<file path="config.mk">
export PLATFORM = sky130hd
export DESIGN_NAME = mvpm_ctrl
export DESIGN_NICKNAME = d
export VERILOG_FILES = /design/src/sv/mvpm_pkg.sv /design/src/sv/mvpm_ctrl.sv
export SDC_FILE = /design/constraint.sdc
export NUM_CORES = 1
export LEC_CHECK = 0
export ABC_CLOCK_PERIOD_IN_PS = 2250
export BUFFER_PORTS_ARGS = -buffer_cell sky130_fd_sc_hd__buf_4
export CAP_MARGIN = 20
export CORE_MARGIN = 1.5
export CORE_UTILIZATION = 30
export DETAILED_ROUTE_END_ITERATION = 7
export PLACE_DENSITY = 0.61
export SYNTH_ARGS = -nofsm -noshare
export SYNTH_HDL_FRONTEND = slang
export SYNTH_SLANG_ARGS = --single-unit
</file>
<file path="constraint.sdc">
create_clock -name clk_i -period 2.25 [get_ports clk_i]
set_input_delay 0.45 -clock clk_i [delete_from_list [all_inputs] [get_ports clk_i]]
set_output_delay 0.45 -clock clk_i [all_outputs]
set_load 0.03 [all_outputs]
</file>
<file path="src/sv/mvpm_pkg.sv">
// ----------------------------------------------------------------------------
// mvpm_pkg
// Shared widths, request and status codes, and the command and status
// structs that join the mixer controller to its datapath.
// ----------------------------------------------------------------------------
package mvpm_pkg;

  // Field widths fixed by the request and result formats.
  localparam int unsigned SAMPLE_W  = 16;
  localparam int unsigned ADDR_IN_W = 16;
  localparam int unsigned FRAMES_W  = 17;
  localparam int unsigned GAIN_W    = 16;
  localparam int unsigned STATUS_W  = 2;
  localparam int unsigned VOICES_W  = 5;

  // Request codes.
  localparam logic [1:0] REQ_LOAD  = 2'd0;
  localparam logic [1:0] REQ_START = 2'd1;
  localparam logic [1:0] REQ_TICK  = 2'd2;
  localparam logic [1:0] REQ_STOP  = 2'd3;

  // Status codes.
  localparam logic [STATUS_W-1:0] STATUS_OK    = 2'd0;
  localparam logic [STATUS_W-1:0] STATUS_FULL  = 2'd1;
  localparam logic [STATUS_W-1:0] STATUS_EMPTY = 2'd2;

  // Limits applied to start requests.
  localparam logic [FRAMES_W-1:0] MAX_LENGTH = 17'h10000;
  localparam logic [GAIN_W-1:0]   UNITY_GAIN = 16'h8000;

  // Saturation bounds of the mix.
  localparam logic signed [SAMPLE_W-1:0] SAT_MAX = 16'sh7FFF;
  localparam logic signed [SAMPLE_W-1:0] SAT_MIN = 16'sh8000;

  // Commands from the controller to the datapath.
  typedef struct packed {
    logic capture;
    logic red_start;
    logic idx_clr;
    logic idx_step;
    logic scan_step;
    logic mem_write;
    logic slot_write;
    logic tick_clr;
    logic tick_issue;
    logic stop_all;
    logic out_load;
  } mvpm_cmd_t;

  // Status from the datapath to the controller.
  typedef struct packed {
    logic [1:0] req_type;
    logic       red_done;
    logic       idx_last_eff;
    logic       idx_last_slot;
    logic       pipe_empty;
  } mvpm_stat_t;

endpackage

</file>
<file path="src/sv/mvpm_ctrl.sv">
// ----------------------------------------------------------------------------
// mvpm_ctrl
// Request sequencer of the mixer: accepts a request, steps the datapath
// through it and hands the result to the output register.
// ----------------------------------------------------------------------------
module mvpm_ctrl import mvpm_pkg::*; (
  input  logic       clk_i,
  input  logic       rst_ni,
  input  logic       in_valid_i,
  output logic       in_ready_o,
  input  logic [1:0] req_type_i,
  output logic       out_valid_o,
  input  logic       out_ready_i,
  input  mvpm_stat_t stat_i,
  output mvpm_cmd_t  cmd_o
);

  localparam logic [2:0] S_IDLE     = 3'd0;
  localparam logic [2:0] S_SCAN     = 3'd1;
  localparam logic [2:0] S_RED_WAIT = 3'd2;
  localparam logic [2:0] S_START_WR = 3'd3;
  localparam logic [2:0] S_TICK     = 3'd4;
  localparam logic [2:0] S_DRAIN    = 3'd5;
  localparam logic [2:0] S_STOP     = 3'd6;
  localparam logic [2:0] S_DONE     = 3'd7;

  logic [2:0] state_q, state_d;
  logic       out_valid_q;

  // Next state and commands.
  always_comb begin
    state_d    = state_q;
    cmd_o      = '0;
    in_ready_o = (state_q == S_IDLE);
    unique case (state_q)
      S_IDLE: begin
        if (in_valid_i) begin
          cmd_o.capture   = 1'b1;
          cmd_o.red_start = 1'b1;
          cmd_o.idx_clr   = 1'b1;
          cmd_o.tick_clr  = 1'b1;
          unique case (req_type_i)
            REQ_LOAD:  state_d = S_RED_WAIT;
            REQ_START: state_d = S_SCAN;
            REQ_TICK:  state_d = S_TICK;
            default:   state_d = S_STOP;
          endcase
        end
      end
      S_SCAN: begin
        cmd_o.scan_step = 1'b1;
        cmd_o.idx_step  = 1'b1;
        if (stat_i.idx_last_eff) begin
          state_d = S_RED_WAIT;
        end
      end
      S_RED_WAIT: begin
        if (stat_i.red_done) begin
          if (stat_i.req_type == REQ_LOAD) begin
            cmd_o.mem_write = 1'b1;
            state_d         = S_DONE;
          end else begin
            state_d = S_START_WR;
          end
        end
      end
      S_START_WR: begin
        cmd_o.slot_write = 1'b1;
        state_d          = S_DONE;
      end
      S_TICK: begin
        cmd_o.tick_issue = 1'b1;
        cmd_o.idx_step   = 1'b1;
        if (stat_i.idx_last_slot) begin
          state_d = S_DRAIN;
        end
      end
      S_DRAIN: begin
        if (stat_i.pipe_empty) begin
          state_d = S_DONE;
        end
      end
      S_STOP: begin
        cmd_o.stop_all = 1'b1;
        state_d        = S_DONE;
      end
      S_DONE: begin
        if (!out_valid_q || out_ready_i) begin
          cmd_o.out_load = 1'b1;
          state_d        = S_IDLE;
        end
      end
      default: state_d = S_IDLE;
    endcase
  end

  // State register.
  always_ff @(posedge clk_i or negedge rst_ni) begin
    if (!rst_ni) begin
      state_q <= S_IDLE;
    end else begin
      state_q <= state_d;
    end
  end

  // Output beat valid: set on load, cleared once taken.
  always_ff @(posedge clk_i or negedge rst_ni) begin
    if (!rst_ni) begin
      out_valid_q <= 1'b0;
    end else if (cmd_o.out_load) begin
      out_valid_q <= 1'b1;
    end else if (out_ready_i) begin
      out_valid_q <= 1'b0;
    end
  end

  assign out_valid_o = out_valid_q;

endmodule

</file>
[Yosys cells after proc, flatten, opt, wreduce, memory -nomap -nowiden]
Cells that the tools add are included.
Word-level totals
  bits in registers: 4
  bits in latches: 0
  memory bits (writable): 0
  memory bits (read-only): 0
  input bits: 12
  output and inout port bits: 13
  word-level logic and storage cells: 51
  memories: 0
Operators by class
  add/subtract/negate cells: 0
  multiply operators: 0
  divide/modulo/power cells: 0
  order comparisons: 0
  equal/unequal tests: 15
  shift-type cells: 0
  mux-type cells: 25
  bitwise logic cells: 0
  reductions and logical operators: 9
Operator list (number)
  $mux 3: 9
  $pmux 3 s7: 1
  $mux 1: 14
  $eq 3x3->1 const B: 4
  $ne 2x2->1 const B: 6
  $pmux 3 s3: 1
  $eq 3x2->1 const B: 2
  $reduce_and 6->1: 1
  $logic_not 2->1: 2
  $reduce_or 2->1: 2
  $eq 3x1->1 const B: 1
  $logic_not 3->1: 1
  $eq 2x1->1 const B: 1
  $eq 2x2->1 const B: 1
  $reduce_bool 2->1: 1
  $logic_not 1->1: 1
  $logic_or 1x1->1: 1

[Longest topological paths before layout]
  depth after elaboration: 5
  depth in mapped cells: 5
  mapped depth without buffers: 5

[Worst setup path before layout]
Ideal clock, no wire load.
  kind: reg2out
  start: register state_q[1]
  end: output port cmd_o[10] (netlist bit)
  data arrival time: 1.921 ns
  data required time: 1.800 ns
  path slack: -0.121 ns
  cell stages (with the launch flop): 5
  buffers on the path: 2
  path through: dfrtp_1 buf_6 nor3_1 and2_1 buf_4
RTL lines
  start, declared: RTL line mvpm_ctrl.sv:27  | logic [2:0] state_q, state_d;
  start signal, assigned: RTL line mvpm_ctrl.sv:102  | state_q <= state_d;
  end, declared: RTL line mvpm_ctrl.sv:15  | output mvpm_cmd_t cmd_o

==> qor.csv <==
stage,metric,value,unit
sta,Rel. slew slack,66.6,%
pwr,VDD IR max,428,uV
worst_setup_path,Critical Path Sink,cmd_o[0],
yosys,top cell types by occurrence after synthesis,"nor2_1 (5), dfrtp_1 (4), inv_1 (4), buf_4 (3), ha_1 (3)",
layout,Nets,89,
yosys,post-synth net total,65,
global_routing,first-pass GRT wire length,1.55,mm
global_routing,GRT overflow,0,
yosys,"area leader, netlist",dfrtp_1,
yosys,Synth async-reset ratio,100,%
worst_setup_path,Crit path required time,1.80,ns
floorplan,die height,40.7,um
floorplan,Ports,25,
global_routing,GRT Overall Usage,14.0,%
clock_tree,"Clk Latency, worst-skew pair",0.23,ns
global_routing,grt met2 use,24.6,%
yosys,library cells used by synthesis,28,
place,placed instance area,581,um^2
clock_tree,clk buf depth,2,
worst_setup_path,critical-path cell list,"nand3_1, nor2_1, buf_4",
yosys,"Cell Area, Synth",427,um^2
place,post-DP HPWL,779,um
layout,final instance area,613,um^2
worst_setup_path,Crit Path Category,flop to output pin,
layout,Antenna diodes,0,
worst_setup_path,FF-to-FF path depth,3,
pwr,power per cell area,1270,nW/um^2
floorplan,# rows,13,
sta,fin. max-slew vios,0,
drt,Iteration-0 DRC Markers,2,
worst_setup_path,"slowest stage delay, CP",0.64,ns
global_routing,initial antenna violation count,0,
place,GPL Wtd Cong,0.758,
sta,unrepaired setup endpoints after global routing,no,
floorplan,Die Span X,40.7,um
clock_tree,clk slew on worst S/H paths,0.04,ns
pwr,Leak,0.315,nW
sta,total negative setup slack,0,ns
place,Place WS,0.557,ns
worst_setup_path,Slowest cell on crit path,dfrtp_1,
floorplan,Die ar.,1660,um^2
drt,Via density,4.82,
worst_setup_path,Critical R2R Launch,state_q[2],
sta,Max Clock Skew,0.00192,ns
floorplan,Initial Utilization,32.4,%
clock_tree,Num CTS Buffers,3,
worst_setup_path,r2r setup slk,0.82,ns
global_routing,met1 Use GR,17.4,%
run,maxcap violations,0,
clock_tree,clock root cell,clkbuf_4,
drt,Detail Route Antenna Nets,0,
global_routing,met3 Use GR,4.89,%
layout,Final Util,46.5,%
sta,setup violators final,0,
sta,final period utilization,84.7,%
outcome,outcome,finished clean,
layout,share of cells above drive strength 1,48.6,%
worst_setup_path,Worst R2R End,state_q[1],
yosys,Post-synth EDFFs,0,
sta,Setup WS post-layout,0.344,ns
yosys,cell count after synthesis,50,
sta,f_max,525,MHz
clock_tree,CTS tree,done,
yosys,top cell type's share of synthesized area,23.5,%
clock_tree,clock sinks,4,
yosys,largest cells by area after synthesis,"dfrtp_1 (23%), ha_1 (8.8%), buf_4 (5.3%)",
layout,Area Overhead vs Synth,43.7,%
worst_setup_path,CP Data Arrival Time,1.46,ns
yosys,top-count cell post-synth,nor2_1,
drt,vias,419,
sta,Fin. Hold Viols,0,
yosys,sequential area share after synthesis,23.5,%
sta,Worst Tran Pin Value,0.489,ns
worst_setup_path,crit path capture type,output pin,
worst_setup_path,Critical Path Start Type,flop,
drt,DRC errors left,0,
yosys,ys flop type,dfrtp_1,
global_routing,pin count of the biggest net entering global routing,17,
floorplan,Core ar.,1320,um^2
place,port bufs,24,
global_routing,gr busiest metal,met2,
worst_hold_path,Hold Crit Class,input pin to flop,
worst_setup_path,Critical Path Start,state_q[0],
clock_tree,H-tree depth,1,
yosys,Syn. warnings,0,
yosys,#FFs+latches synth,4,
drt,drt pass-1 iters,2,
worst_setup_path,Max Fanout on Critical Path,16,
sta,Tmin final,1.91,ns
yosys,"Avg Cell Area, Syn",8.53,um^2
drt,drt total wl,918,um
global_routing,number of global-route vias before repair,366,
drt,DR WL/cell,10.6,um
[timing repair]
| item | CTS | global route |
|---|---|---|
| hold buffers | 0 | 1 |
| buffers inserted | 0 | 0 |
| endpoints found under the hold margin | 0 | 4 |
| gates resized for setup | 0 | 0 |
[layer usage]
layer / wire, um / vias up / share of wire, %
met5: 0 / - / 0
met4: 0 / 0 / 0
met3: 56 / 0 / 6.1
met2: 483 / 14 / 53
met1: 378 / 190 / 41
li1: - / 215 / -
[critical path, delay by kind of cell, from the launching register on]
| kind | cells | cell delay (ns) |
|---|---|---|
| flip-flops | 1 | 0.64 |
| AND/OR/NAND/NOR | 2 | 0.40 |
| buffers and inverters | 1 | 0.18 |
[report_power, final]
part           internal [mW]  switching (mW)
clock                 0.0596          0.0277
combinational          0.220           0.267
sequential             0.108          0.0987
[state kept, by name, summed over array words and instances (netlist names)]
| name | cells |
|---|---|
| state_q | 3 |
| out_valid_o | 1 |
[placed cells by master, fill, tap and decap left out]
cell / n
nor2b_1: 1
xnor2_1: 1
o21ai_0: 2
nand2b_1: 2
and2_1: 1
and3_1: 2
ha_1: 3
nor4_1: 1
a31oi_1: 1
a21oi_1: 1
nor3_1: 1
a22oi_2: 1
mux2_2: 2
clkbuf_4: 3
dlygate4sd3_1: 1
nor2_1: 5
nor3_2: 1
buf_4: 24
nand2_1: 2
inv_1: 4
nand3_1: 1
dfrtp_1: 4
a2111oi_0: 1
o22ai_1: 1
mux2_4: 1
o32ai_2: 1
nand3b_1: 1
or2_2: 2
a211oi_1: 1
[kinds of logic (layout without fill, tap and decap cells)]
kind of cell / Yosys count / after routing / synth area share (%)
adders and majority gates: 3 / 3 / 8.80
muxes: 3 / 3 / 8.80
and+or+nand+nor: 20 / 20 / 24.6
AOI/OAI and AO/OA: 9 / 9 / 17.0
DFF: 4 / 4 / 23.5
xor gates and xnor gates: 1 / 1 / 2.05
buffers and inverters: 10 / 32 / 15.2
[worst min-delay path by stage]
| stage | slack, ns | depth (start not counted) | from | to |
|---|---|---|---|---|
| detailed placement | 0.25 | 1 | rst_ni | state_q[2] |
| global route | 0.56 | 2 | rst_ni | state_q[1] |
| floorplan | 0.15 | 0 | rst_ni | out_valid_o |
| CTS | 0.003 | 1 | rst_ni | state_q[1] |
| finish | 0.55 | 3 | out_ready_i | out_valid_o |
| global placement | 0.25 | 1 | rst_ni | out_valid_o |
[metrics by stage]
stage / hold slack [ns] / std cells / total power, mW
4_1_cts: 0.00316 / 86 / 0.793
3_5_place_dp: 0.248 / 83 / 0.703
6_report: 0.550 / 87 / 0.781
5_1_grt: 0.558 / 87 / 0.856
3_3_place_gp: 0.250 / 83 / 0.696
2_1_floorplan: 0.154 / 50 / 0.585
[area by class of cell]
cell class / count / area (um^2)
clock buffer: 3 / 22.5
fill: 131 / 704
inverter: 4 / 15.0
multi-input combinational: 36 / 267
sequential: 4 / 100
tap: 15 / 18.8
timing repair buffer: 25 / 190
Note: power is estimated with default switching activity, not from simulation.
